`src/rtl/core/lrr_pkg.sv`:
```
// Launch retard ramp: shared types, constants and a helper function.
// Used by every module of the block; depends on nothing else.
`timescale 1ns / 1ps
`default_nettype none

package lrr_pkg;

    localparam int CURVE_POINTS = 8;
    localparam int CP_AW        = (CURVE_POINTS > 1) ? $clog2(CURVE_POINTS) : 1;

    localparam int THR_W    = 10;
    localparam int TS_W     = 32;
    localparam int IDX_W    = 3;
    localparam int TIME_W   = 16;
    localparam int RET_W    = 12;
    localparam int OUT_W    = 11;
    localparam int DV_W     = RET_W + 1;
    localparam int PROD_W   = DV_W + TIME_W + 1;
    localparam int MAG_W    = PROD_W - 1;
    localparam int QUO_W    = RET_W;
    localparam int SUM_W    = QUO_W + 2;
    localparam int DCNT_W   = $clog2(QUO_W + 1);
    localparam int CFG_IW   = 1;
    localparam int CFG_DW   = THR_W;

    localparam logic [THR_W-1:0] WOT_RESET = THR_W'(900);
    localparam logic [OUT_W-1:0] RET_MAX   = {OUT_W{1'b1}};

    localparam logic [CFG_IW-1:0] REG_RAMP_ENABLE   = 1'b0;
    localparam logic [CFG_IW-1:0] REG_WOT_THRESHOLD = 1'b1;

    localparam logic CMD_TICK  = 1'b0;
    localparam logic CMD_WRITE = 1'b1;

    typedef struct packed {
        logic                     cmd;
        logic                     launch_active;
        logic [THR_W-1:0]         throttle_intent;
        logic [TS_W-1:0]          now_ms;
        logic [IDX_W-1:0]         point_index;
        logic [TIME_W-1:0]        point_time_ms;
        logic signed [RET_W-1:0]  point_retard;
    } in_item_t;

    typedef struct packed {
        logic [OUT_W-1:0]  timing_retard;
        logic              ramp_active;
        logic [TS_W-1:0]   elapsed_ms;
    } out_item_t;

    typedef struct packed {
        logic [TIME_W-1:0]        t;
        logic signed [RET_W-1:0]  r;
    } curve_pt_t;

    typedef struct packed {
        logic              rd_en;
        logic [CP_AW-1:0]  rd_addr;
        logic              wr_en;
        logic [CP_AW-1:0]  wr_addr;
        curve_pt_t         wr_data;
    } mem_req_t;

    typedef struct packed {
        logic               start;
        logic [MAG_W-1:0]   dividend;
        logic [TIME_W-1:0]  divisor;
    } div_req_t;

    typedef enum logic [2:0] {
        ST_IDLE,
        ST_DECODE,
        ST_LAST,
        ST_SCAN,
        ST_MUL,
        ST_DSTART,
        ST_DWAIT,
        ST_EMIT
    } state_t;

    function automatic logic [OUT_W-1:0] clamp_retard(input logic signed [SUM_W-1:0] v);
        logic [OUT_W-1:0] res;
        if (v < 0)
        begin
            res = '0;
        end
        else if (v > $signed({{(SUM_W-OUT_W){1'b0}}, RET_MAX}))
        begin
            res = RET_MAX;
        end
        else
        begin
            res = v[OUT_W-1:0];
        end
        return res;
    endfunction

endpackage

`default_nettype wire

```
`src/rtl/core/launch_retard_ramp_top.sv`:
```
// Launch retard ramp top level: control sequencer, ramp state, output register.
// Depends on lrr_pkg, lrr_curve_mem and lrr_div.
// Sequence: a write item or an inactive tick goes from decode to the emit state; an active
// tick reads the last point, then ends the ramp or scans the curve; before the first point
// it emits that point, else it interpolates up to point k (1 to 7): k + 1 curve reads,
// a multiply and 12 divider steps. Throughput: one item at a time; the next transfer is
// taken the cycle after the result enters the output register, once any stall clears.
// Reset: asynchronous, active low; clears ramp state, the sequencer and output valid, and marks all points zero.
`timescale 1ns / 1ps
`default_nettype none

module launch_retard_ramp_top
    import lrr_pkg::*;
(
    input  wire logic              clk,
    input  wire logic              rst_n,
    input  wire logic              cfg_we,
    input  wire logic [CFG_IW-1:0] cfg_index,
    input  wire logic [CFG_DW-1:0] cfg_data,
    input  wire logic              in_valid,
    output logic                   in_ready,
    input  wire in_item_t          in_data,
    output logic                   out_valid,
    input  wire logic              out_ready,
    output out_item_t              out_data
);

    localparam logic [CP_AW-1:0] LAST_IDX = CP_AW'(CURVE_POINTS - 1);

    state_t                   state_reg, state_next;
    in_item_t                 item_reg;
    logic                     enable_reg;
    logic [THR_W-1:0]         wot_reg;
    logic                     prev_launch_reg, prev_launch_next;
    logic                     active_reg, active_next;
    logic [TS_W-1:0]          start_time_reg, start_time_next;
    logic [TS_W-1:0]          held_elapsed_reg, held_elapsed_next;
    logic [OUT_W-1:0]         held_retard_reg, held_retard_next;
    logic [CP_AW-1:0]         cnt_reg, cnt_next;
    logic [TIME_W-1:0]        prev_t_reg, prev_t_next;
    logic signed [RET_W-1:0]  prev_r_reg, prev_r_next;
    logic [TIME_W-1:0]        span_reg, span_next;
    logic signed [DV_W-1:0]   dv_reg, dv_next;
    logic [TIME_W-1:0]        dt_reg, dt_next;
    logic signed [PROD_W-1:0] prod_reg, prod_next;
    out_item_t                out_reg, out_next;
    logic                     out_valid_reg;
    logic                     load_out;

    mem_req_t                 mreq;
    curve_pt_t                cur;
    div_req_t                 dreq;
    logic                     div_done;
    logic [QUO_W-1:0]         div_q;

    logic                     start_evt;
    logic                     act;
    logic [TS_W-1:0]          st_time;
    logic [PROD_W-1:0]        prod_abs;
    logic signed [SUM_W-1:0]  q_signed;
    logic signed [SUM_W-1:0]  seg_sum;
    logic signed [TIME_W:0]   dt_s;

    lrr_curve_mem u_mem (
        .clk     (clk),
        .rst_n   (rst_n),
        .req     (mreq),
        .rd_data (cur)
    );

    lrr_div u_div (
        .clk      (clk),
        .rst_n    (rst_n),
        .req      (dreq),
        .done     (div_done),
        .quotient (div_q)
    );

    always_ff @(posedge clk or negedge rst_n)
    begin
        if (!rst_n)
        begin
            enable_reg <= 1'b0;
            wot_reg    <= WOT_RESET;
        end
        else if (cfg_we)
        begin
            unique case (cfg_index)
                REG_RAMP_ENABLE:   enable_reg <= cfg_data[0];
                REG_WOT_THRESHOLD: wot_reg    <= cfg_data[THR_W-1:0];
                default:           ;
            endcase
        end
    end

    assign start_evt = prev_launch_reg && !item_reg.launch_active
                       && (item_reg.throttle_intent >= wot_reg);
    assign act       = active_reg | start_evt;
    assign st_time   = start_evt ? item_reg.now_ms : start_time_reg;
    assign dt_s      = $signed({1'b0, dt_reg});
    assign prod_abs  = prod_reg[PROD_W-1] ? PROD_W'(-prod_reg) : PROD_W'(prod_reg);
    assign q_signed  = prod_reg[PROD_W-1] ? -$signed({2'b00, div_q}) : $signed({2'b00, div_q});
    assign seg_sum   = SUM_W'(prev_r_reg) + q_signed;

    always_comb
    begin
        state_next        = state_reg;
        prev_launch_next  = prev_launch_reg;
        active_next       = active_reg;
        start_time_next   = start_time_reg;
        held_elapsed_next = held_elapsed_reg;
        held_retard_next  = held_retard_reg;
        cnt_next          = cnt_reg;
        prev_t_next       = prev_t_reg;
        prev_r_next       = prev_r_reg;
        span_next         = span_reg;
        dv_next           = dv_reg;
        dt_next           = dt_reg;
        prod_next         = prod_reg;
        load_out          = 1'b0;
        mreq              = '0;
        mreq.wr_addr      = CP_AW'(item_reg.point_index);
        mreq.wr_data.t    = item_reg.point_time_ms;
        mreq.wr_data.r    = item_reg.point_retard;
        dreq.start        = 1'b0;
        dreq.dividend     = prod_abs[MAG_W-1:0];
        dreq.divisor      = span_reg;
        in_ready          = (state_reg == ST_IDLE);

        unique case (state_reg)
            ST_IDLE:
            begin
                if (in_valid)
                begin
                    state_next = ST_DECODE;
                end
            end
            ST_DECODE:
            begin
                if (item_reg.cmd == CMD_WRITE)
                begin
                    mreq.wr_en = (32'(item_reg.point_index) < CURVE_POINTS);
                    state_next = ST_EMIT;
                end
                else if (!enable_reg)
                begin
                    active_next       = 1'b0;
                    held_retard_next  = '0;
                    held_elapsed_next = '0;
                    prev_launch_next  = 1'b0;
                    state_next        = ST_EMIT;
                end
                else
                begin
                    start_time_next  = st_time;
                    active_next      = act;
                    prev_launch_next = item_reg.launch_active;
                    if (act)
                    begin
                        held_elapsed_next = item_reg.now_ms - st_time;
                        mreq.rd_en        = 1'b1;
                        mreq.rd_addr      = LAST_IDX;
                        state_next        = ST_LAST;
                    end
                    else
                    begin
                        held_retard_next = '0;
                        state_next       = ST_EMIT;
                    end
                end
            end
            ST_LAST:
            begin
                if (held_elapsed_reg > TS_W'(cur.t))
                begin
                    active_next      = 1'b0;
                    held_retard_next = '0;
                    state_next       = ST_EMIT;
                end
                else
                begin
                    mreq.rd_en   = 1'b1;
                    mreq.rd_addr = '0;
                    cnt_next     = '0;
                    state_next   = ST_SCAN;
                end
            end
            ST_SCAN:
            begin
                if ((held_elapsed_reg[TIME_W-1:0] <= cur.t) || (cnt_reg == LAST_IDX))
                begin
                    if (cnt_reg == '0)
                    begin
                        held_retard_next = clamp_retard(SUM_W'(cur.r));
                        state_next       = ST_EMIT;
                    end
                    else
                    begin
                        span_next  = cur.t - prev_t_reg;
                        dv_next    = DV_W'(cur.r) - DV_W'(prev_r_reg);
                        dt_next    = held_elapsed_reg[TIME_W-1:0] - prev_t_reg;
                        state_next = ST_MUL;
                    end
                end
                else
                begin
                    prev_t_next  = cur.t;
                    prev_r_next  = cur.r;
                    cnt_next     = cnt_reg + 1'b1;
                    mreq.rd_en   = 1'b1;
                    mreq.rd_addr = cnt_reg + 1'b1;
                end
            end
            ST_MUL:
            begin
                prod_next  = dv_reg * dt_s;
                state_next = ST_DSTART;
            end
            ST_DSTART:
            begin
                dreq.start = 1'b1;
                state_next = ST_DWAIT;
            end
            ST_DWAIT:
            begin
                if (div_done)
                begin
                    held_retard_next = clamp_retard(seg_sum);
                    state_next       = ST_EMIT;
                end
            end
            ST_EMIT:
            begin
                if (!out_valid_reg || out_ready)
                begin
                    load_out   = 1'b1;
                    state_next = ST_IDLE;
                end
            end
            default:
            begin
                state_next = ST_IDLE;
            end
        endcase
    end

    always_comb
    begin
        out_next               = out_reg;
        if (load_out)
        begin
            out_next.timing_retard = active_reg ? held_retard_reg : '0;
            out_next.ramp_active   = active_reg;
            out_next.elapsed_ms    = held_elapsed_reg;
        end
    end

    always_ff @(posedge clk or negedge rst_n)
    begin
        if (!rst_n)
        begin
            state_reg        <= ST_IDLE;
            prev_launch_reg  <= 1'b0;
            active_reg       <= 1'b0;
            start_time_reg   <= '0;
            held_elapsed_reg <= '0;
            held_retard_reg  <= '0;
            cnt_reg          <= '0;
            out_valid_reg    <= 1'b0;
        end
        else
        begin
            state_reg        <= state_next;
            prev_launch_reg  <= prev_launch_next;
            active_reg       <= active_next;
            start_time_reg   <= start_time_next;
            held_elapsed_reg <= held_elapsed_next;
            held_retard_reg  <= held_retard_next;
            cnt_reg          <= cnt_next;
            out_valid_reg    <= load_out | (out_valid_reg & ~out_ready);
        end
    end

    always_ff @(posedge clk)
    begin
        if (in_valid && in_ready)
        begin
            item_reg <= in_data;
        end
        prev_t_reg <= prev_t_next;
        prev_r_reg <= prev_r_next;
        span_reg   <= span_next;
        dv_reg     <= dv_next;
        dt_reg     <= dt_next;
        prod_reg   <= prod_next;
        out_reg    <= out_next;
    end

    assign out_valid = out_valid_reg;
    assign out_data  = out_reg;

endmodule

`default_nettype wire

```
`src/rtl/core/lrr_curve_mem.sv`:
```
// Curve point store: synchronous RAM with registered read.
// Per-entry valid flags make unwritten points read as zero after reset.
// Depends on lrr_pkg.
`timescale 1ns / 1ps
`default_nettype none

module lrr_curve_mem
    import lrr_pkg::*;
(
    input  wire logic      clk,
    input  wire logic      rst_n,
    input  wire mem_req_t  req,
    output curve_pt_t      rd_data
);

    curve_pt_t               mem [CURVE_POINTS];
    logic [CURVE_POINTS-1:0] vld_reg;
    curve_pt_t               rd_data_reg;
    logic                    rd_vld_reg;

    always_ff @(posedge clk)
    begin
        if (req.wr_en)
        begin
            mem[req.wr_addr] <= req.wr_data;
        end
        if (req.rd_en)
        begin
            rd_data_reg <= mem[req.rd_addr];
        end
    end

    always_ff @(posedge clk or negedge rst_n)
    begin
        if (!rst_n)
        begin
            vld_reg    <= '0;
            rd_vld_reg <= 1'b0;
        end
        else
        begin
            if (req.wr_en)
            begin
                vld_reg[req.wr_addr] <= 1'b1;
            end
            if (req.rd_en)
            begin
                rd_vld_reg <= vld_reg[req.rd_addr];
            end
        end
    end

    assign rd_data = rd_vld_reg ? rd_data_reg : '0;

endmodule

`default_nettype wire

```
`src/rtl/core/lrr_div.sv`:
```
// Restoring divider, one quotient bit per cycle, for the segment interpolation.
// Assumes the quotient fits QUO_W bits; depends on lrr_pkg.
`timescale 1ns / 1ps
`default_nettype none

module lrr_div
    import lrr_pkg::*;
(
    input  wire logic        clk,
    input  wire logic        rst_n,
    input  wire div_req_t    req,
    output logic             done,
    output logic [QUO_W-1:0] quotient
);

    logic [DCNT_W-1:0] cnt_reg;
    logic              done_reg;
    logic [TIME_W-1:0] rem_reg;
    logic [QUO_W-1:0]  low_reg;
    logic [QUO_W-1:0]  quo_reg;
    logic [TIME_W-1:0] div_reg;

    logic [TIME_W:0]   trial;
    logic              ge;

    assign trial = {rem_reg, low_reg[QUO_W-1]};
    assign ge    = trial >= {1'b0, div_reg};

    always_ff @(posedge clk or negedge rst_n)
    begin
        if (!rst_n)
        begin
            cnt_reg  <= '0;
            done_reg <= 1'b0;
        end
        else if (req.start)
        begin
            cnt_reg  <= DCNT_W'(QUO_W);
            done_reg <= 1'b0;
        end
        else if (cnt_reg != '0)
        begin
            cnt_reg  <= cnt_reg - 1'b1;
            done_reg <= (cnt_reg == DCNT_W'(1));
        end
        else
        begin
            done_reg <= 1'b0;
        end
    end

    always_ff @(posedge clk)
    begin
        if (req.start)
        begin
            rem_reg <= req.dividend[MAG_W-2:QUO_W];
            low_reg <= req.dividend[QUO_W-1:0];
            div_reg <= req.divisor;
            quo_reg <= '0;
        end
        else if (cnt_reg != '0)
        begin
            rem_reg <= ge ? TIME_W'(trial - {1'b0, div_reg}) : trial[TIME_W-1:0];
            low_reg <= {low_reg[QUO_W-2:0], 1'b0};
            quo_reg <= {quo_reg[QUO_W-2:0], ge};
        end
    end

    assign done     = done_reg;
    assign quotient = quo_reg;

endmodule

`default_nettype wire

```
`config.mk`:
```
export PLATFORM = sky130hd
export DESIGN_NAME = launch_retard_ramp_top
export DESIGN_NICKNAME = d
export VERILOG_FILES = /design/src/rtl/core/lrr_pkg.sv /design/src/rtl/core/launch_retard_ramp_top.sv /design/src/rtl/core/lrr_curve_mem.sv /design/src/rtl/core/lrr_div.sv
export SDC_FILE = /design/constraint.sdc
export NUM_CORES = 2
export LEC_CHECK = 0
export BUFFER_PORTS_ARGS = -buffer_cell sky130_fd_sc_hd__buf_2
export CORE_ASPECT_RATIO = 0.8
export CORE_MARGIN = 2
export CORE_UTILIZATION = 65
export CTS_BUF_LIST = sky130_fd_sc_hd__clkbuf_8
export DETAILED_ROUTE_END_ITERATION = 12
export PLACE_DENSITY_LB_ADDON = 0.25
export SLEW_MARGIN = 20
export SYNTH_ARGS = -nofsm -noshare
export SYNTH_HDL_FRONTEND = slang
export SYNTH_SLANG_ARGS = --single-unit
```
`constraint.sdc`:
```
create_clock -name clk -period 10.9 [get_ports clk]
set_clock_uncertainty 0.1 [all_clocks]
set_input_delay 0.545 -clock clk [delete_from_list [all_inputs] [get_ports clk]]
set_output_delay 0.545 -clock clk [all_outputs]
set_load 0.02 [all_outputs]
```
### Word-level counts from Yosys, hierarchy flattened

Memory sizes are Yosys's and may differ from the RTL's. A register that Yosys moved wholly into a read port is not among the register bits.
Index checks and enable logic that the tools add are counted.

* bits in latches: 0
* memory bits (read-only): 0
* bits in registers: 387
* logic and storage cells: 174
* RAM bits: 224
* output and inout port bits: 46
* input bits: 91
* memories: 1

Memory list
* u_mem.mem: depth 8, bits a word 28, rd ports 1, clocked after Yosys merged registers in 1, write ports 1, RTL line lrr_curve_mem.sv:16 `curve_pt_t mem [CURVE_POINTS];`

* div/mod/pow operators: 0
* multipliers: 1
* bitwise logic cells: 9
* magnitude comparators: 11
* shift-type cells: 0
* eq/ne operators: 20
* muxes and demuxes: 62
* add/subtract/negate cells: 10
* reductions and logical operators: 26

Operators by type and width (count)
* $mux 11: 11
* $mux 32: 3
* $mux 28: 2
* $mux 16: 3
* $sub 16x16->16: 3
* $pmux 11 s4: 1
* $gt 32x16->1: 1
* $sub 32x32->32: 1
* $mul 13x17->30: 1
* $mux 3: 10
* $mux 4: 7
* $neg 28->28: 1
* $mux 12: 2
* $pmux 3 s8: 1
* $ge 17x16->1: 1
* $le 16x16->1: 1
* $ne 2x2->1 const B: 8
* $eq 3x3->1 const B: 5
* $mux 1: 15
* $reduce_and 3->1: 5
* $add 12x14->14: 1
* $gt 14x12->1 const B: 1
* $lt 14x1->1 const B: 1
* $mux 14: 1
* other kinds (33): 53

### Logic depth before layout (Yosys ltp)

* depth in word-level cells: 10
* depth in mapped cells: 24
* gate-level depth less buffers: 23

### Hierarchy

From an unflattened synthesis, not the netlist that was laid out.

* cell total of the unflattened synthesis: 2884
* area total of the unflattened synthesis: 36421.2 µm²

Modules (own cells, without submodules)
* launch_retard_ramp_top: seq. area each 9048.7 µm², cells each 2173, area an instance 23114.7 µm², times used 1
* lrr_curve_mem: seq. area each 7792.5 µm², cells each 420, area an instance 10073.4 µm², times used 1
* lrr_div: seq. area each 1686.6 µm², cells each 291, area an instance 3233.1 µm², times used 1

### Worst setup path after synthesis

OpenSTA, ideal clock, no wires.

* path kind: register to register
* start: reg u_mem.rd_vld_reg
* end: reg dt_reg[0], enable pin
* setup time: 0.576 ns
* arrival: 6.980 ns
* required time: 10.224 ns
* buffers on the path: 2
* period minus slack after synthesis: 7.656 ns
* setup slack: 3.244 ns
* stages on the path, launching flop included: 12
* path through: dfrtp_1 -> clkbuf_1 -> buf_1 -> nand2_1 -> ha_1 -> a21oi_1 -> nor2b_1 -> o21ai_0 -> o211ai_1 -> o31ai_1 -> or2_2 -> nor4b_1

* word-level cells in the longest chain between the ends: 4

Ends and longest elaborated chain
* from (decl): RTL line lrr_curve_mem.sv:19 `logic rd_vld_reg;`
* from (signal assigned): RTL line lrr_curve_mem.sv:48 `rd_vld_reg <= vld_reg[req.rd_addr];`
* $mux 28: RTL line lrr_curve_mem.sv:53 `assign rd_data = rd_vld_reg ? rd_data_reg : '0;`
* $le 16x16->1: RTL line launch_retard_ramp_top.sv:190 `if ((held_elapsed_reg[TIME_W-1:0] <= cur.t) || (cnt_reg == LAST_IDX))`
* $logic_or 1x1->1: RTL line launch_retard_ramp_top.sv:190
* $reduce_and 3->1 (no source line)
* to (signal assigned): RTL line launch_retard_ramp_top.sv:294 `dt_reg <= dt_next;`
* to (decl): RTL line launch_retard_ramp_top.sv:44 `logic [TIME_W-1:0] dt_reg, dt_next;`

Every way passes these cells.
A chain may end at the register's enable or synchronous reset.

### Worst setup path after layout

* start: reg wot_reg[8]
* end: reg held_elapsed_reg[27]

* word-level cells in the longest chain between the ends: 6
* elaborated cells between the ends (all ways): 9
* classes of those cells: add/sub (1); order compare (1); eq/ne (1); mux (3); bitwise (1); reduce/logical (2)

Ends and longest elaborated chain
* from (decl): RTL line launch_retard_ramp_top.sv:33 `logic [THR_W-1:0] wot_reg;`
* from (signal assigned): RTL line launch_retard_ramp_top.sv:90 `REG_WOT_THRESHOLD: wot_reg <= cfg_data[THR_W-1:0];`
* $ge 10x10->1 (*): RTL line launch_retard_ramp_top.sv:97 `&& (item_reg.throttle_intent >= wot_reg);`
* $logic_and 1x1->1 (*): RTL line launch_retard_ramp_top.sv:97
* $mux 32: RTL line launch_retard_ramp_top.sv:99 `assign st_time = start_evt ? item_reg.now_ms : start_time_reg;`
* $sub 32x32->32: RTL line launch_retard_ramp_top.sv:160 `held_elapsed_next = item_reg.now_ms - st_time;`
* $mux 32: RTL line launch_retard_ramp_top.sv:158 `if (act)`
* $mux 32: RTL line launch_retard_ramp_top.sv:145 `else if (!enable_reg)`
* to (signal assigned): RTL line launch_retard_ramp_top.sv:277 `held_elapsed_reg <= held_elapsed_next;`
* to (decl): RTL line launch_retard_ramp_top.sv:37 `logic [TS_W-1:0] held_elapsed_reg, held_elapsed_next;`

Every way passes the cells marked *; elsewhere a longest branch is shown, timed or not. The select of a mux whose other input is x is not followed.

==> flow_metrics.env <==
export IMPL_worst_path_largest_cell_delay_ps=1020
export IMPL_relSlewSlack=0.198
export IMPL_final_common_cell="sky130_fd_sc_hd__edfxtp_1"
export IMPL_cp_end_kind="register"
export IMPL_start_util=0.658
export IMPL_design_core_area_mm2=0.0553
export IMPL_gp_congestion=0.918
export IMPL_post_synthesis_area_per_instance_um2=11.5
export IMPL_netlist_instances=3164
export IMPL_ys_warnings_count=0
export IMPL_synth_nets=3653
export IMPL_adder_cell_fraction_of_synth_area=0.170
export IMPL_fillers=3696
export IMPL_report_final_setup_viol=0
export IMPL_cts_path_max_buffers=3
export IMPL_synth_compound_gate_area_share=0.0840
export IMPL_place_hpwl_um=59900
export IMPL_yosys_mux_area_fraction=0.0267
export IMPL_worst_pin_slew_ps=1200
export IMPL_drt_pass1_iter_count=6
export IMPL_wire_length_of_the_first_global_routing_pass_um=138000
export IMPL_worst_path_max_fanout=34
export IMPL_synth_xor_area_share=0.0332
export IMPL_leading_cell_types_in_the_layout_fill_and_taps_excluded="517 x sky130_fd_sc_hd__edfxtp_1, 472 x sky130_fd_sc_hd__nand2_1, 311 x sky130_fd_sc_hd__inv_1"
export IMPL_clk_pin_slew_ps=70
export IMPL_syn2layout_area_growth_pct=11.8
export IMPL_hold_path_class="in2reg"
export IMPL_post_synth_instance_area_mm2=0.0364
export IMPL_drt_drc_violations_left=0
export IMPL_netlist_cell_type_count=88
export IMPL_numCtsBuffers=97
export IMPL_die_y_um=216
export IMPL_crit_buf_inv=2
export IMPL_fp_dieArea_mm2=0.0579
export IMPL_die_w_um=269
export IMPL_synth_simple_gate_area_frac=0.137
export IMPL_worstSetupPathType="reg2reg"
export IMPL_cts_root_buffer_cell="sky130_fd_sc_hd__clkbuf_8"
export IMPL_shortest_period_the_worst_path_allows_ps=6620
export IMPL_status="finished, final reports clean"
export IMPL_largest_delay_contributor_family_on_the_critical_path="compound AO/OA/AOI/OAI gates"
export IMPL_timing_hold_violations_final=0
export IMPL_synth_top_family_by_area="adder cells"
export IMPL_wirelength_um=86900
export IMPL_clk_latency_ps=720
export IMPL_critPathSlowestCell="sky130_fd_sc_hd__a221oi_1"
export IMPL_number_of_maximum_capacitance_constraint_violations=0
export IMPL_grt_setup_unrepaired="false"
export IMPL_track_usage=0.306
export IMPL_postCtsResizedCells=0
export IMPL_synth_flop_type="sky130_fd_sc_hd__edfxtp_1"
export IMPL_port_buffers=136
export IMPL_drt_antenna_violating_nets=0
export IMPL_layout_drive_gt1_share=0.106
export IMPL_initial_drc_count=2515
export IMPL_clock_sink_count=638
export IMPL_synthesis_stage_register_bit_count=638
export IMPL_grt_remaining_overflow=0
export IMPL_tritoncts="built"
export IMPL_slew_viol_final=0
export IMPL_crit_path_arrival_time_ps=7110
export IMPL_cts_hold_buf=87
export IMPL_synth_seq_area_share=0.508
export IMPL_crit_path_required_time_ps=11390
export IMPL_routed_wire_length_per_instance_um=20.5
export IMPL_maxClockFrequency_ghz=0.151
export IMPL_via_count_of_the_first_global_routing_pass=25419
export IMPL_critical_path_cell_chain="inv_1 -> ha_1 -> a2111oi_0 -> nand2_1 -> o21ai_4 -> buf_4 -> mux2i_1 -> ha_1 -> nor2b_1 -> o31ai_2 -> a21oi_1 -> a221oi_1 -> o211ai_1 -> a211oi_2 -> nor2b_1 -> or3_1 -> a32o_1"
export IMPL_initial_antenna_violation_count=2
export IMPL_setup_worst_path_start_class="register"
export IMPL_r2r_setup_slack_ps=4280
export IMPL_nets=3896
export IMPL_number_of_enable_type_register_cells_in_the_synthesized_netlist=517
export IMPL_h_tree_depth=3
export IMPL_ios=137
export IMPL_setup_total_negative_slack_ps=0
export IMPL_cts_repair_timing_setup_buffer_count=0
export IMPL_post_route_period_util=0.607
export IMPL_grt_start_max_net_pins=83
export IMPL_via_count=25312
export IMPL_routed_vias_inst=5.97
export IMPL_dpl_instance_area_mm2=0.0379
export IMPL_final_cell_area_mm2=0.0407
export IMPL_row_count=77
export IMPL_largest_register_ffs=224
export IMPL_synth_async_reset_ratio=0.171
-- per-layer routing --
| layer | global-route usage | vias up | share of wire |
|---|---|---|---|
| li1 | - | 11598 | - |
| met1 | 0.439 | 12434 | 0.42 |
| met2 | 0.480 | 1062 | 0.47 |
| met3 | 0.0510 | 218 | 0.075 |
| met4 | 0.103 | 0 | 0.032 |
| met5 | 0 | - | 0 |
-- final timing paths --
path                                   startpoint                          endpoint  cells past startpoint
max                        wot_reg[8]$_DFFE_PN1P_  held_elapsed_reg[27]$_DFFE_PN0P_                     17
min                                     out_ready               out_valid$_DFF_PN0_                      3
max reg2reg                wot_reg[8]$_DFFE_PN1P_  held_elapsed_reg[27]$_DFFE_PN0P_                     17
min reg2reg                 span_reg[6]$_DFFE_PP_        u_div.div_reg[6]$_DFFE_PP_                      0
max in group asynchronous                   rst_n   held_elapsed_reg[1]$_DFFE_PN0P_                      3
min in group asynchronous                   rst_n    start_time_reg[13]$_DFFE_PN0P_                      2
-- kinds of logic after synthesis --
| group | Yosys count |
|---|---|
| simple gates | 1046 |
| flops | 638 |
| compound gates | 464 |
| fa+ha+maj | 398 |
| buf+inv | 385 |
| xor+xnor | 138 |
| mux | 95 |
-- final cells by class --
class / count / area, µm² / area share
clock buffers: 100 / 1380 / 0.0338
multi-input cells: 2141 / 16500 / 0.406
clock inverters: 80 / 537 / 0.0132
flip-flops and latches: 638 / 18500 / 0.455
diodes: 1 / 2.50 / 0.0000615
inverters: 278 / 1040 / 0.0257
well taps: 750 / 938 / 0.0231
repair buffers: 251 / 1770 / 0.0435
-- cells in the mapped netlist, types with 10 or more instances --
cell type / n / area (µm²)
sky130_fd_sc_hd__and2_1: 126 / 788
sky130_fd_sc_hd__nor3_1: 42 / 210
sky130_fd_sc_hd__mux2i_1: 79 / 791
sky130_fd_sc_hd__dfxtp_1: 12 / 240
sky130_fd_sc_hd__o21ai_0: 124 / 621
sky130_fd_sc_hd__a31oi_1: 18 / 113
sky130_fd_sc_hd__nand4_1: 12 / 75.1
sky130_fd_sc_hd__ha_1: 238 / 2980
sky130_fd_sc_hd__clkbuf_1: 78 / 293
sky130_fd_sc_hd__xor2_1: 46 / 403
sky130_fd_sc_hd__or2_2: 14 / 87.6
sky130_fd_sc_hd__edfxtp_1: 517 / 15500
sky130_fd_sc_hd__nand2_1: 474 / 1780
sky130_fd_sc_hd__nand2b_1: 24 / 150
sky130_fd_sc_hd__a21o_1: 28 / 210
sky130_fd_sc_hd__xnor2_1: 92 / 806
sky130_fd_sc_hd__and3_1: 42 / 263
sky130_fd_sc_hd__nand3_1: 90 / 450
sky130_fd_sc_hd__o22a_1: 10 / 87.6
sky130_fd_sc_hd__a21oi_1: 105 / 526
sky130_fd_sc_hd__o31ai_1: 20 / 150
sky130_fd_sc_hd__nor2b_1: 40 / 250
sky130_fd_sc_hd__nor4_1: 12 / 75.1
sky130_fd_sc_hd__o21a_1: 26 / 195
sky130_fd_sc_hd__or3_1: 21 / 131
sky130_fd_sc_hd__a32oi_1: 29 / 254
sky130_fd_sc_hd__fa_1: 160 / 3200
sky130_fd_sc_hd__a211oi_1: 16 / 120
sky130_fd_sc_hd__buf_2: 22 / 110
sky130_fd_sc_hd__inv_1: 277 / 1040
sky130_fd_sc_hd__dfrtp_1: 105 / 2630
sky130_fd_sc_hd__nor2_1: 118 / 443
sky130_fd_sc_hd__mux2_2: 16 / 180
-- worst min-delay path, cell delays in order --
cell                       delay [ps]
sky130_fd_sc_hd__buf_2            100
sky130_fd_sc_hd__nor2b_1           80
sky130_fd_sc_hd__nand2b_1         150
-- through the flow --
stage | util | cells | hold slack (ps) | setup slack, ps
after floorplan | - | 3164 | 149 | 3240
after global placement | 0.685 | 3971 | 305 | 4540
after detailed placement | 0.685 | 3971 | 305 | 4390
after CTS | 0.735 | 4238 | 54.0 | 4380
after global routing | 0.736 | 4238 | 81.7 | 4040
final | 0.736 | 4239 | 118 | 4280
Power is left out: the tool's default activity adds up to more than one toggle a clock period on the data nets, which glitch-free logic cannot reach.
